`src/rtl/core/b64v_pkg.sv`:
```
package b64v_pkg;

   // Default width of the assembled value and reset value of the value limit.
   localparam int VALUE_BITS_DEFAULT = 32;
   localparam logic [7:0] MAX_VALUES_RESET = 8'd50;

   // Widths of the fixed fields.
   localparam int CHAR_BITS = 8;
   localparam int OUT_VALUE_BITS = 32;
   localparam int PEND_BITS = 13;
   localparam int PEND_CNT_BITS = 4;
   localparam int GROUP_BITS = 3;
   localparam int COUNT_BITS = 8;

   // Number of the last group slot inside one value.
   localparam logic [GROUP_BITS-1:0] LAST_GROUP = 3'd7;

   // Status codes reported with each result item.
   typedef enum logic [1:0] {
      STATUS_OK       = 2'd0,
      STATUS_PARTIAL  = 2'd1,
      STATUS_TOO_MANY = 2'd2
   } status_type;

   // One result item as it travels from the decoder to the output register.
   typedef struct packed {
      logic [OUT_VALUE_BITS-1:0] value;
      logic                      value_valid;
      logic                      value_overflow;
      logic                      end_of_string;
      status_type                status;
   } result_type;

   // Maps one character to its six-bit code; characters outside the alphabet give zero.
   function automatic logic [5:0] sextet_of(input logic [CHAR_BITS-1:0] c);
      logic [5:0] code;
      code = 6'd0;
      if (c >= 8'h41 && c <= 8'h5A) begin
         code = 6'(c - 8'h41);
      end else if (c >= 8'h61 && c <= 8'h7A) begin
         code = 6'(c - 8'h61 + 8'd26);
      end else if (c >= 8'h30 && c <= 8'h39) begin
         code = 6'(c - 8'h30 + 8'd52);
      end else if (c == 8'h2B) begin
         code = 6'd62;
      end else if (c == 8'h2F) begin
         code = 6'd63;
      end
      return code;
   endfunction

endpackage

```
`src/rtl/core/b64v_core.sv`:
```
module b64v_core #(
   parameter int VALUE_BITS = b64v_pkg::VALUE_BITS_DEFAULT
) (
   input  logic                                clock,
   input  logic                                reset,
   input  logic                                step,
   input  logic [b64v_pkg::CHAR_BITS-1:0]      text_char,
   input  logic                                last_char,
   input  logic [b64v_pkg::COUNT_BITS-1:0]     max_values,
   output logic                                emit,
   output b64v_pkg::result_type                result
);
   import b64v_pkg::*;

   // Decoder state.
   logic [PEND_BITS-1:0]     pend_bits_ff, pend_bits_in;
   logic [PEND_CNT_BITS-1:0] pend_cnt_ff, pend_cnt_in;
   logic [VALUE_BITS-1:0]    acc_ff, acc_in;
   logic [GROUP_BITS-1:0]    group_ff, group_in;
   logic                     ovf_ff, ovf_in;
   logic [COUNT_BITS-1:0]    count_ff, count_in;
   logic                     stopped_ff, stopped_in;

   // Working signals of one step.
   logic [5:0]               sextet;
   logic [PEND_BITS-1:0]     shifted_bits;
   logic [PEND_BITS-1:0]     rem_mask;
   logic [PEND_CNT_BITS-1:0] cnt_sum;
   logic [PEND_CNT_BITS-1:0] cnt_rem;
   logic                     byte_ready;
   logic [7:0]               group_byte;
   logic [5:0]               shift;
   logic [VALUE_BITS+6:0]    term_wide;
   logic                     place;
   logic [VALUE_BITS-1:0]    acc_work;
   logic                     ovf_work;
   logic [63:0]              acc_wide;

   // Bit packing: append six bits and split off a byte once eight are pending.
   assign sextet       = sextet_of(text_char);
   assign shifted_bits = {pend_bits_ff[PEND_BITS-7:0], sextet};
   assign cnt_sum      = pend_cnt_ff + PEND_CNT_BITS'(6);
   assign byte_ready   = cnt_sum >= PEND_CNT_BITS'(8);
   assign cnt_rem      = cnt_sum - PEND_CNT_BITS'(8);
   assign group_byte   = 8'(shifted_bits >> cnt_rem);
   assign rem_mask     = (PEND_BITS'(1) << cnt_rem) - PEND_BITS'(1);

   // Placement of the seven group bits at weight 2^(7*group).
   assign shift     = ({3'b000, group_ff} << 3) - {3'b000, group_ff};
   assign term_wide = (VALUE_BITS+7)'(group_byte[6:0]) << shift;
   assign place     = !(group_ff == LAST_GROUP && ovf_ff);

   always_comb begin
      acc_work = acc_ff;
      ovf_work = ovf_ff;
      if (place) begin
         if (32'(shift) >= VALUE_BITS) begin
            if (group_byte[6:0] != 7'd0) begin
               ovf_work = 1'b1;
            end
         end else begin
            if (term_wide[VALUE_BITS+6:VALUE_BITS] != 7'd0) begin
               ovf_work = 1'b1;
            end
            acc_work = acc_ff | term_wide[VALUE_BITS-1:0];
         end
      end
   end

   assign acc_wide = 64'(acc_work);

   // Next state and the result item of this step.
   always_comb begin
      pend_bits_in = pend_bits_ff;
      pend_cnt_in  = pend_cnt_ff;
      acc_in       = acc_ff;
      group_in     = group_ff;
      ovf_in       = ovf_ff;
      count_in     = count_ff;
      stopped_in   = stopped_ff;
      emit         = 1'b0;
      result       = '0;
      result.status = STATUS_OK;

      if (!stopped_ff) begin
         pend_bits_in = shifted_bits;
         pend_cnt_in  = cnt_sum;
         if (byte_ready) begin
            pend_cnt_in  = cnt_rem;
            pend_bits_in = shifted_bits & rem_mask;
            if (!group_byte[7]) begin
               // The value is complete.
               emit = 1'b1;
               if (count_ff >= max_values) begin
                  stopped_in    = 1'b1;
                  result.status = STATUS_TOO_MANY;
               end else begin
                  count_in              = count_ff + COUNT_BITS'(1);
                  result.value          = acc_wide[OUT_VALUE_BITS-1:0];
                  result.value_valid    = 1'b1;
                  result.value_overflow = ovf_work;
               end
               acc_in   = '0;
               group_in = '0;
               ovf_in   = 1'b0;
            end else begin
               acc_in = acc_work;
               ovf_in = ovf_work;
               if (group_ff != LAST_GROUP) begin
                  group_in = group_ff + GROUP_BITS'(1);
               end else begin
                  ovf_in = 1'b1;
               end
            end
         end
      end

      // The last character always reports and starts a fresh string.
      if (last_char) begin
         emit                 = 1'b1;
         result.end_of_string = 1'b1;
         if (stopped_in) begin
            result.status = STATUS_TOO_MANY;
         end else if (pend_cnt_in != '0) begin
            result.status = STATUS_PARTIAL;
         end else begin
            result.status = STATUS_OK;
         end
         pend_bits_in = '0;
         pend_cnt_in  = '0;
         acc_in       = '0;
         group_in     = '0;
         ovf_in       = 1'b0;
         count_in     = '0;
         stopped_in   = 1'b0;
      end
   end

   // State registers advance once per processed item.
   always_ff @(posedge clock) begin
      if (reset) begin
         pend_bits_ff <= '0;
         pend_cnt_ff  <= '0;
         acc_ff       <= '0;
         group_ff     <= '0;
         ovf_ff       <= 1'b0;
         count_ff     <= '0;
         stopped_ff   <= 1'b0;
      end else if (step) begin
         pend_bits_ff <= pend_bits_in;
         pend_cnt_ff  <= pend_cnt_in;
         acc_ff       <= acc_in;
         group_ff     <= group_in;
         ovf_ff       <= ovf_in;
         count_ff     <= count_in;
         stopped_ff   <= stopped_in;
      end
   end

endmodule

```
`src/rtl/core/base64_varint_decoder_top.sv`:
```
// An item accepted into the input register is decoded combinationally from there, and its
// result item, if any, is captured in the result register and offered on the rsp_ channel.
// Items move at one item per cycle through the decode between the input register and the
// result register; rsp_ready low stalls only items that give a result.
// Reset (synchronous, active high) empties both registers, clears the decode state and
// sets the value limit to 50.
module base64_varint_decoder_top #(
   parameter int VALUE_BITS = b64v_pkg::VALUE_BITS_DEFAULT
) (
   input  logic                                  clock,
   input  logic                                  reset,
   input  logic                                  req_valid,
   output logic                                  req_ready,
   input  logic [b64v_pkg::CHAR_BITS-1:0]        req_text_char,
   input  logic                                  req_last_char,
   output logic                                  rsp_valid,
   input  logic                                  rsp_ready,
   output logic [b64v_pkg::OUT_VALUE_BITS-1:0]   rsp_value,
   output logic                                  rsp_value_valid,
   output logic                                  rsp_value_overflow,
   output logic                                  rsp_end_of_string,
   output logic [1:0]                            rsp_status,
   input  logic                                  csr_wr_en,
   input  logic [b64v_pkg::COUNT_BITS-1:0]       csr_wr_data
);
   import b64v_pkg::*;

   logic                  in_valid_ff;
   logic [CHAR_BITS-1:0]  in_char_ff;
   logic                  in_last_ff;
   logic                  out_valid_ff;
   result_type            out_result_ff;
   logic [COUNT_BITS-1:0] max_values_ff;
   logic                  emit;
   result_type            result;
   logic                  out_free;
   logic                  advance;
   logic                  req_take;

   // An item leaves the input register unless it has a result and the output is full and not being taken.
   assign out_free  = !out_valid_ff || rsp_ready;
   assign advance   = in_valid_ff && (!emit || out_free);
   assign req_ready = !in_valid_ff || advance;
   assign req_take  = req_valid && req_ready;

   b64v_core #(
      .VALUE_BITS(VALUE_BITS)
   ) u_core (
      .clock      (clock),
      .reset      (reset),
      .step       (advance),
      .text_char  (in_char_ff),
      .last_char  (in_last_ff),
      .max_values (max_values_ff),
      .emit       (emit),
      .result     (result)
   );

   // Value limit register.
   always_ff @(posedge clock) begin
      if (reset) begin
         max_values_ff <= MAX_VALUES_RESET;
      end else if (csr_wr_en) begin
         max_values_ff <= csr_wr_data;
      end
   end

   // Input register.
   always_ff @(posedge clock) begin
      if (reset) begin
         in_valid_ff <= 1'b0;
      end else if (req_take) begin
         in_valid_ff <= 1'b1;
      end else if (advance) begin
         in_valid_ff <= 1'b0;
      end
   end

   always_ff @(posedge clock) begin
      if (req_take) begin
         in_char_ff <= req_text_char;
         in_last_ff <= req_last_char;
      end
   end

   // Result register.
   always_ff @(posedge clock) begin
      if (reset) begin
         out_valid_ff <= 1'b0;
      end else if (advance && emit) begin
         out_valid_ff <= 1'b1;
      end else if (rsp_ready) begin
         out_valid_ff <= 1'b0;
      end
   end

   always_ff @(posedge clock) begin
      if (advance && emit) begin
         out_result_ff <= result;
      end
   end

   assign rsp_valid          = out_valid_ff;
   assign rsp_value          = out_result_ff.value;
   assign rsp_value_valid    = out_result_ff.value_valid;
   assign rsp_value_overflow = out_result_ff.value_overflow;
   assign rsp_end_of_string  = out_result_ff.end_of_string;
   assign rsp_status         = out_result_ff.status;

endmodule

```
`config.mk`:
```
export PLATFORM = sky130hd
export DESIGN_NAME = base64_varint_decoder_top
export DESIGN_NICKNAME = d
export VERILOG_FILES = /design/src/rtl/core/b64v_pkg.sv /design/src/rtl/core/b64v_core.sv /design/src/rtl/core/base64_varint_decoder_top.sv
export SDC_FILE = /design/constraint.sdc
export NUM_CORES = 1
export LEC_CHECK = 0
export ABC_AREA = 1
export ABC_CLOCK_PERIOD_IN_PS = 4400
export BUFFER_PORTS_ARGS = -buffer_cell sky130_fd_sc_hd__clkbuf_2
export CELL_PAD_IN_SITES_DETAIL_PLACEMENT = 0
export CELL_PAD_IN_SITES_GLOBAL_PLACEMENT = 2
export CORE_AREA = 2 2 164 166
export DETAILED_ROUTE_END_ITERATION = 12
export DIE_AREA = 0 0 166 168
export HOLD_SLACK_MARGIN = 0.03
export PLACE_DENSITY = 0.63
export SLEW_MARGIN = 10
export SYNTH_ARGS = -nofsm -noshare
export SYNTH_HDL_FRONTEND = slang
export SYNTH_HIERARCHICAL = 1
export SYNTH_SLANG_ARGS = --single-unit
```
`constraint.sdc`:
```
create_clock -name clock -period 4.4 [get_ports clock]
set_clock_uncertainty 0.05 [all_clocks]
set_input_delay 0 -clock clock [delete_from_list [all_inputs] [get_ports clock]]
set_output_delay 0 -clock clock [all_outputs]
set_load 0.02 [all_outputs]
```
==> results of run 1 <==
==> state kept, by name, indices dropped and copies added (netlist names) <==
name and cells:
rsp_value_overflow 1, rsp_value 32, u_core/stopped_ff 1, rsp_value_valid 1, in_last_ff 1, u_core/count_ff 8, rsp_end_of_string 1, in_char_ff 8
u_core/acc_ff 32, u_core/pend_bits_ff 7, rsp_status 2, u_core/pend_cnt_ff 3, rsp_valid 1, u_core/ovf_ff 1, in_valid_ff 1, max_values_ff 8
u_core/group_ff 3
==> final cells by class <==
cell class              count  area share [%]
multi-input cells         610            40.8
inverters                 126            6.25
repair buffers             99            8.62
well taps                 341            5.55
clock buffers               9            2.93
clock inverters             7           0.992
flip-flops and latches    111            34.9
==> timing repair <==
item                      CTS  global route
hold buffers               28             0
hold endpoints to repair   19             0
resized for setup           0             0
==> cell families after synthesis <==
| group | after synthesis |
|---|---|
| AND/OR/NAND/NOR | 398 |
| AO/OA/AOI/OAI | 176 |
| buffers and inverters | 157 |
| flip-flops | 111 |
| adder cells (fa/ha/maj) | 27 |
| XOR/XNOR | 7 |
| other | 1 |
| multiplexers | 1 |
==> path summary, 6_finish.rpt <==
kind                                             from                  to  slack [ns]  depth (start not counted)
worst max-delay path            u_core/pend_cnt_ff[2]  u_core/count_ff[7]        0.59                         22
worst min-delay path                        csr_wr_en    max_values_ff[1]        0.03                          4
worst max register to register  u_core/pend_cnt_ff[2]  u_core/count_ff[7]        0.59                         22
worst min register to register       max_values_ff[1]    max_values_ff[1]        0.41                          2
==> through the flow <==
stage / hold WS, ns / setup slack, ns / total power [mW] / instances
after floorplan: 0.0124 / 1.03 / 1.32 / 878
after global placement: 0.127 / 0.629 / 1.41 / 1259
after detailed placement: 0.129 / 0.536 / 1.40 / 1259
after CTS: 0.0316 / 0.503 / 2.27 / 1303
after global routing: 0.0777 / 0.122 / 2.34 / 1303
final: 0.0311 / 0.591 / 2.23 / 1303
==> critical path, cell delays in order, from the launching register on <==
cell	delay [ns]
dfxtp_1	0.40
inv_1	0.10
ha_1	0.19
or2_2	0.29
nand2_1	0.06
buf_4	0.18
inv_1	0.22
nand3_1	0.19
nand2_1	0.13
inv_1	0.09
o21ai_0	0.08
inv_1	0.06
inv_1	0.08
nor2_1	0.22
nand2_1	0.27
nor2_1	0.17
nand2_1	0.14
nor2_1	0.11
inv_1	0.06
nor3_1	0.25
nand3_1	0.13
o21ai_0	0.17
a21oi_1	0.06
==> metal layers <==
layer | GRT usage [%] | vias to the layer above | wire, um | share of wire, %
li1 | - | 3047 | - | -
met1 | 16.5 | 2570 | 8320 | 48
met2 | 21.9 | 91 | 8420 | 48
met3 | 2.35 | 16 | 551 | 3.2
met4 | 3.06 | 0 | 179 | 1.0
met5 | 0 | - | 0 | 0
==> where the power goes <==
group / total [mW] / leakage [nW] / internal (mW) / switching (mW)
clock network: 0.836 / 0.147 / 0.403 / 0.433
registers: 1.11 / 0.979 / 1.09 / 0.0200
logic: 0.279 / 2.02 / 0.0936 / 0.185
total: 2.23 / 3.15 / 1.59 / 0.638
==> cell usage after synthesis, types with 3 or more instances <==
library cell and n:
nor2_2 8, edfxtp_1 46, o21ai_0 55, a211oi_1 3, xnor2_1 3, clkinv_1 4, o21ai_1 7, clkbuf_1 19
nand4_1 12, a21oi_1 89, nor2_1 83, inv_1 110, dfxtp_1 65, o211ai_1 6, ha_1 27, nor3_1 7
buf_2 4, a31oi_1 3, o21ai_2 3, a21oi_2 3, xor2_1 4, buf_4 4, nand2_1 178, nand2_2 15
nand3_1 82, nand3_2 5, inv_2 10
==> impl_metrics.py, run 1 <==
metrics = {
    "finish": {
        "final_layout_size_suffix_gt1_share_pct": 14.6,
        "antennaDiodeCount": 0,
        "area_growth_pct": 19.2,
        "multi_input_area_um2": 3140,
        "final_cell_mix": "nand2_1, inv_1, a21oi_1",
        "final_common_cell": "nand2_1",
        "seq_area_um2": 2680,
        "final_util_pct": 29.2,
        "fillers": 2906,
        "final_area_um2": 7690,
        "final_nets": 1006,
    },
    "detailed_routing": {
        "wl_um": 17500,
        "drc": 0,
        "drt_iter0_markers": 327,
        "wl_per_cell_um": 13.4,
        "detail_route.first_pass.iterations": 5,
        "ant_nets": 0,
        "viasPerCell": 4.39,
        "vias": 5724,
    },
    "timing": {
        "period_needed_ns": 3.81,
        "final_hold_viol_count": 0,
        "tightestPinTransition_ns": 0.934,
        "finalSetupViolCount": 0,
        "fin_crit_sh_pct": 86.6,
        "rsz0062_at_grt": "false",
        "slew_violations": 0,
        "fin_setup_tns_ns": 0,
        "fmax_ghz": 0.263,
        "relSlewSlack_pct": 37.7,
    },
    "yosys": {
        "yosysTopAreaCell": "edfxtp_1",
        "synth_compound_area_share_pct": 14.8,
        "synthSimpleGateAreaFrac_pct": 27.4,
        "synth-main-ff-cell": "dfxtp_1",
        "synthMuxAreaShare_pct": 0.155,
        "synth.area.top_cells": "edfxtp_1, dfxtp_1, nand2_1, a21oi_1, inv_1",
        "yosysSeqAreaShare_pct": 41.6,
        "syn_avg_cell_area_um2": 7.35,
        "synth_edf_count": 46,
        "synth_area_um2": 6450,
        "synthCells": 878,
        "yosys_warnings": 6,
        "postSynth.asyncResetShare_pct": 0,
        "synth_cell_types": 45,
        "synthXorXnorAreaFrac_pct": 0.950,
        "synth_nets": 927,
        "synth_fa_ha_area_share_pct": 5.24,
        "synth_seq_cells": 111,
        "netlist.area_leader.share_pct": 21.4,
        "synth_top_family_by_area": "simple AND/OR/NAND/NOR gates",
    },
    "clock_network": {
        "cts_max_level": 3,
        "clk_pin_slew_ns": 0.08,
        "cts_sinks": 111,
        "cts_made_buffers": 9,
        "cts_max_path_buffers": 2,
        "cts_tree": "built",
        "cts.root.buffer_cell": "clkbuf_16",
        "clock_latency_ns": 0.36,
        "post_cts_buffers": 0,
    },
    "floorplan": {
        "die-area_um2": 27900,
        "rows": 60,
        "die_x_um": 166,
        "initial_core_util_pct": 24.5,
        "fp.coreArea_um2": 26400,
        "pin_count": 61,
        "die-height_um": 168,
    },
    "global_routing": {
        "grt_max_degree": 34,
        "antenna_found_initial": 0,
        "grt_pass1_vias": 5599,
        "grt_pass1_wl_um": 28800,
        "grt_usage_pct": 12.7,
        "grt_overflow": 0,
    },
    "placement": {
        "numPortBuffers": 60,
        "gp_congestion": 0.749,
        "place_area_um2": 7110,
        "dp_hpwl_um": 12900,
    },
    "power": {
        "peakVddDrop_mv": 0.172,
        "p_leak_nw": 3.15,
        "powerDensity_nw_per_um2": 290,
    },
    "run": {
        "maxCapViolCount": 0,
    },
    "worst_setup_path": {
        "end_kind": "register",
        "worstSetupPathType": "register to register",
        "worstPathRequired_ns": 4.60,
        "path_max_fanout": 13,
        "cp-start-kind": "register",
        "cp_data_arrival_time_ns": 4.01,
    },
    "min_path": {
        "worst_hold_path_type": "primary input to register",
    },
    "run_status": {
        "status": "complete, no violations",
    },
}
(Power assumes the default switching activity.)
==> inputs of run 2 (changes only) <==
- CORE_AREA: 2 2 164 166 -> 2 2 163 165
- DIE_AREA: 0 0 166 168 -> 0 0 165 167
- PLACE_DENSITY: 0.63 -> 0.62
- SLEW_MARGIN: 10 -> 20
- SYNTH_HIERARCHICAL: 1 -> unset
==> run 2 against run 1 <==
Die area decreased by 1.2%. Total power up 7.6%. Clock-buffer cell count increased by 1. Register-to-register slack gained 0.55 ns. Utilization up 0.37 points. Non-clock buffer count is the same. Synthesized cell count fell by 5.9%.
==> impl_metrics.py, run 2 <==
metrics = {
    "run_status": {
        "status": "complete, no violations",
    },
    "detailed_routing": {
        "viasPerCell": 4.46,
        "wl_um": 17300,
        "drt_iter0_markers": 302,
        "wl_per_cell_um": 13.9,
        "detail_route.first_pass.iterations": 7,
        "drc": 0,
        "vias": 5551,
        "ant_nets": 0,
    },
    "finish": {
        "final_common_cell": "nand2_1",
        "area_growth_pct": 19.1,
        "final_cell_mix": "nand2_1, inv_1, a21oi_1",
        "final_layout_size_suffix_gt1_share_pct": 16.5,
        "final_nets": 955,
        "final_area_um2": 7620,
        "antennaDiodeCount": 0,
    },
    "global_routing": {
        "grt_overflow": 0,
        "antenna_found_initial": 0,
        "grt_pass1_vias": 5399,
        "grt_usage_pct": 13.0,
        "grt_pass1_wl_um": 28400,
        "grt_max_degree": 35,
    },
    "floorplan": {
        "rows": 59,
        "pin_count": 61,
        "initial_core_util_pct": 24.8,
        "die-height_um": 167,
        "die-area_um2": 27600,
        "fp.coreArea_um2": 25800,
        "die_x_um": 165,
    },
    "clock_network": {
        "cts_max_path_buffers": 2,
        "clock_latency_ns": 0.36,
        "clk_pin_slew_ns": 0.08,
        "cts_sinks": 111,
        "cts_tree": "built",
        "cts_made_buffers": 9,
        "cts_max_level": 3,
        "cts_resized": 0,
        "cts.root.buffer_cell": "clkbuf_16",
    },
    "worst_setup_path": {
        "path_max_fanout": 15,
        "rr_startpoint": "u_core.group_ff[0]",
        "critical_path.cell_chain": "inv_1 > ha_1 > xnor2_2 > inv_1 > o21ai_1 > inv_1 > nor2_1 > nand2_1 > clkinv_1 > buf_4 > nand4_1 > a21oi_1",
        "slowest_stage": "dfxtp_1",
        "path_common_cell": "inv_1",
        "cp-start-kind": "register",
        "worstSetupPathType": "register to register",
        "worstPathRequired_ns": 4.54,
        "end_kind": "register",
        "path_buf_inv": 5,
        "cp_top_family": "buffers and inverters",
        "cp_data_arrival_time_ns": 3.40,
        "worstSetupStartpoint": "u_core.group_ff[0]",
        "slowest_delay_ns": 0.64,
    },
    "timing": {
        "final_hold_viol_count": 0,
        "fin_setup_tns_ns": 0,
        "rsz0062_at_grt": "false",
        "relSlewSlack_pct": 62.4,
        "fmax_ghz": 0.307,
        "slew_violations": 0,
        "finalSetupViolCount": 0,
        "fin_crit_sh_pct": 74.1,
        "period_needed_ns": 3.26,
        "tightestPinTransition_ns": 0.563,
    },
    "yosys": {
        "synth-main-ff-cell": "dfxtp_1",
        "postSynth.asyncResetShare_pct": 0,
        "synth_common_cells": "nand2_1, inv_1, a21oi_1",
        "yosys_warnings": 0,
        "synth_nets": 875,
        "netlist.area_leader.share_pct": 21.6,
        "synthCells": 826,
        "syn_avg_cell_area_um2": 7.74,
        "synth_seq_cells": 111,
        "synth.area.top_cells": "edfxtp_1, dfxtp_1, nand2_1, a21oi_1, nand3_1",
        "yosysSeqAreaShare_pct": 41.9,
        "synth_edf_count": 46,
        "synth_area_um2": 6390,
        "yosysMostFrequentCell": "nand2_1",
        "synth_cell_types": 48,
        "yosysTopAreaCell": "edfxtp_1",
    },
    "min_path": {
        "worst_hold_path_type": "primary input to register",
        "min_from": "reset",
    },
    "placement": {
        "dp_hpwl_um": 13100,
        "place_area_um2": 7050,
        "gp_congestion": 0.736,
        "numPortBuffers": 60,
    },
    "power": {
        "peakVddDrop_mv": 0.151,
        "powerDensity_nw_per_um2": 315,
        "power_mw": 2.40,
        "p_leak_nw": 3.09,
    },
    "run": {
        "maxCapViolCount": 0,
    },
}
==> run 2: changes by cell type after synthesis, sizes merged, moves of 6 or more <==
cell,change
buf,+7
clkbuf,-8
inv,-17
nand2,-18
nand3,+6
nor2,-32
o21ai,+6
xor2,+7
==> run 2: logic make-up (layout without fill, tap and decap cells) <==
family,after synthesis,in the layout,share of synthesized area [%]
AO/OA/AOI/OAI,182,182,15.7
other,1,1,0.0586
buffers and inverters,137,222,8.98
AND/OR/NAND/NOR,355,355,26.1
adder cells (fa/ha/maj),27,27,5.28
flip-flops,111,111,41.9
XOR/XNOR,13,13,1.90
==> run 2: power by group <==
part | internal (mW) | switching [mW] | leakage (nW)
combinational | 0.135 | 0.276 | 1.99
clock | 0.452 | 0.404 | 0.146
sequential | 1.11 | 0.0228 | 0.952
total | 1.69 | 0.704 | 3.09
==> run 2: through the flow <==
stage	std cells	worst slack, ns	utilization (%)	hold slack [ns]
6_report	1246	1.14	29.6	0.0613
3_5_place_dp	1204	1.05	27.4	0.129
5_1_grt	1246	0.773	29.6	0.0907
4_1_cts	1246	1.03	29.6	0.0791
2_1_floorplan	826	1.08	-	0.0489
3_3_place_gp	1204	1.03	27.4	0.127
==> run 2: routing by layer <==
| layer | up-vias | routed length, um | track usage, % |
|---|---|---|---|
| li1 | 2918 | - | - |
| met1 | 2534 | 8630 | 18.0 |
| met2 | 83 | 8000 | 20.9 |
| met3 | 16 | 510 | 2.27 |
| met4 | 0 | 211 | 3.14 |
| met5 | - | 0 | 0 |
==> run 2: path summary, 6_finish.rpt <==
check	depth (start not counted)	end	slack (ns)
setup / recovery	12	rsp_value[7]	1.14
hold / removal	2	u_core.ovf_ff	0.06
setup reg to reg	12	rsp_value[7]	1.14
hold reg to reg	2	u_core.acc_ff[0]	0.41
==> run 2: cell type report <==
type                    instances  area, um^2
fillers                      2798       18100
multi-input cells             578        3140
flip-flops and latches        111        2680
repair buffers                 99         658
well taps                     335         419
inverters                     107         409
clock buffers                  10         229
clock inverters                 6        80.1
==> run 2: repair_timing <==
action,CTS,global route
hold endpoints to repair,19,0
hold buffers,26,0
buffers inserted,0,0
endpoints found under the setup margin,0,0
==> inputs of run 3 (changes only) <==
- ABC_CLOCK_PERIOD_IN_PS: 4400 -> 2700
- PLACE_DENSITY: 0.62 -> 0.64
- clock period: 4.4 -> 2.7 ns (I/O delays scaled with it)
==> run 3 against run 2 <==
The flow now finishes with violations (setup timing). Critical path depth rose by 8. Worst hold slack improved by 0.011 ns. Total power rose by 71%. First-iteration DRC count rose by 6.0%. Utilization rose by 6.1 points. Largest power group unchanged.
==> impl_metrics.py, run 3 (same netlist as run 2, synthesis figures left out) <==
metrics = {
    "timing": {
        "layout_setup_ws_ns": -0.168,
        "slew_violations": 0,
        "relSlewSlack_pct": 63.4,
        "finalSetupViolCount": 38,
        "fmax_ghz": 0.349,
        "final_hold_viol_count": 0,
        "tightestPinTransition_ns": 0.548,
        "rsz0062_at_grt": "true",
        "period_needed_ns": 2.87,
        "fin_crit_sh_pct": 106,
    },
    "min_path": {
        "worst_hold_path_type": "primary input to register",
        "min_from": "reset",
        "min_to": "u_core.ovf_ff",
        "whs_path_depth": 2,
    },
    "global_routing": {
        "grt_pass1_vias": 5779,
        "grt_overflow": 0,
        "met1_usage_pct": 18.4,
        "met2_usage_pct": 22.2,
        "grt_pass1_wl_um": 29800,
        "grt_usage_pct": 13.6,
        "grt_max_degree": 38,
        "antenna_found_initial": 0,
        "grt_use_met3_pct": 2.19,
        "grt_busiest_layer": "met2",
    },
    "worst_setup_path": {
        "end_kind": "register",
        "path_max_fanout": 5,
        "critical_path.cell_chain": "inv_4 > buf_4 > buf_4 > buf_4 > buf_4 > nand4_1 > xor2_2 > nand2_4 > nand3_4 > nand3_2 > nand3_2 > and2_4 > inv_2 > nand2_2 > o21ai_2 > nand2_1 > o21ai_2 > or2_4 > nand4_1 > a21oi_1",
        "worstSetupPathType": "register to register",
        "slowest_stage": "edfxtp_1",
        "path_common_cell": "buf_4",
        "r2r_end": "rsp_value[15]",
        "cp-start-kind": "register",
        "cp_data_arrival_time_ns": 2.92,
        "rr_startpoint": "in_char_ff[2]",
        "r2r_slack_ns": -0.17,
        "slowest_delay_ns": 0.44,
        "rr_worst_depth": 20,
        "worstPathRequired_ns": 2.75,
    },
    "detailed_routing": {
        "drc": 0,
        "wl_um": 18700,
        "ant_nets": 0,
        "detail_route.first_pass.iterations": 4,
        "vias": 5924,
        "wl_per_cell_um": 14.0,
        "drt_iter0_markers": 320,
        "viasPerCell": 4.42,
    },
    "finish": {
        "final_layout_size_suffix_gt1_share_pct": 38.0,
        "antennaDiodeCount": 0,
        "final_common_cell": "nand2_1",
        "layout.cells.non_filler": 1339,
        "final_nets": 1048,
        "fillers": 2735,
        "final_cell_mix": "nand2_1, buf_4, inv_1",
        "area_growth_pct": 43.5,
    },
    "clock_network": {
        "clk_pin_slew_ns": 0.08,
        "cts_made_buffers": 9,
        "cts_tree": "built",
        "cts.root.buffer_cell": "clkbuf_16",
        "cts_max_level": 3,
        "clock_latency_ns": 0.35,
        "cts_sinks": 111,
        "cts_max_path_buffers": 2,
    },
    "floorplan": {
        "fp.coreArea_um2": 25800,
        "die-area_um2": 27600,
        "rows": 59,
        "die_x_um": 165,
        "die-height_um": 167,
        "pin_count": 61,
        "initial_core_util_pct": 24.8,
    },
    "placement": {
        "dp.cells": 1272,
        "dp_hpwl_um": 13300,
        "gp_congestion": 0.834,
        "numPortBuffers": 60,
    },
    "run": {
        "maxCapViolCount": 0,
    },
    "power": {
        "powerDensity_nw_per_um2": 448,
        "power_mw": 4.11,
        "p_leak_nw": 3.71,
        "peakVddDrop_mv": 0.346,
    },
    "run_status": {
        "status": "finished, violations left",
        "violations": "setup timing",
    },
}
run 3: cell count changes in the layout (fill, tap and decap cells not counted), moves of 7 or more:
| cell | before | now |
|---|---|---|
| buf_4 | 13 | 87 |
| nand3_1 | 83 | 34 |
| nand3_2 | 10 | 52 |
| nand2_1 | 159 | 123 |
| nand2_2 | 13 | 38 |
| a21oi_1 | 90 | 75 |
| a21oi_2 | 2 | 16 |
| buf_6 | 0 | 12 |
| inv_1 | 93 | 82 |
| nand2_4 | 4 | 14 |
| ha_1 | 27 | 18 |
| nand3_4 | 0 | 7 |
run 3: metal layers:
| metal | vias to the layer above | part of all wire [%] | routed length (um) |
|---|---|---|---|
| met5 | - | 0 | 0 |
| met1 | 2747 | 48 | 9030 |
| li1 | 3107 | - | - |
| met2 | 62 | 49 | 9130 |
| met4 | 0 | 0.95 | 177 |
| met3 | 8 | 1.8 | 345 |
run 3: worst max path at each step:
stage | from | endpoint | slack, ns | depth (start not counted)
2_1_floorplan | u_core.pend_cnt_ff[1] | u_core.count_ff[7] | -0.01 | 18
3_5_place_dp | in_char_ff[2] | rsp_value[23] | -0.28 | 22
5_1_grt | in_char_ff[0] | rsp_value[7] | -0.36 | 20
4_1_cts | in_char_ff[3] | rsp_value[23] | -0.13 | 21
3_3_place_gp | in_char_ff[2] | rsp_value[23] | -0.23 | 22
6_report | in_char_ff[2] | rsp_value[15] | -0.17 | 20
run 3: cell type report:
class	instances	area (um^2)	share of cell area, %
multi-input combinational	578	3840	41.9
sequential	111	2690	29.3
timing repair buffer	192	1500	16.3
inverter	107	443	4.83
tap	335	419	4.57
clock buffer	10	229	2.50
clock inverter	6	55.1	0.600
run 3: per-stage QoR:
step | instance area, um^2 | setup TNS (ns) | setup slack [ns] | hold slack (ns) | utilization, %
after detailed placement | 7670 | -8.24 | -0.278 | 0.129 | 29.8
after global routing | 9180 | -14.53 | -0.356 | 0.105 | 35.6
final | 9180 | -2.25 | -0.168 | 0.0722 | 35.6
after floorplan | 6450 | -0.0123 | -0.0123 | 0.0489 | -
after global placement | 7670 | -6.13 | -0.235 | 0.127 | 29.8
after CTS | 8540 | -2.48 | -0.132 | 0.0627 | 33.1
run 3: timing repair:
| item | in CTS | in global routing |
|---|---|---|
| gates resized for setup | 63 | 126 |
| hold endpoints to repair | 19 | 0 |
| hold buffers | 26 | 0 |
| pin swaps | 20 | 46 |
| endpoints found under the setup margin | 62 | 121 |
| setup buffers | 12 | 11 |
| gates cloned | 0 | 3 |
run 3: power by group:
group | leakage (nW) | switching, mW | internal, mW
registers | 0.953 | 0.0291 | 1.80
logic | 2.62 | 0.575 | 0.411
clock network | 0.136 | 0.650 | 0.642
run 3: critical path: cells and delay by family (launching register included):
family / cells / cell delay (ns)
XOR/XNOR: 1 / 0.20
AO/OA/AOI/OAI: 3 / 0.21
flip-flops: 1 / 0.44
AND/OR/NAND/NOR: 10 / 1.10
buffers and inverters: 6 / 0.63
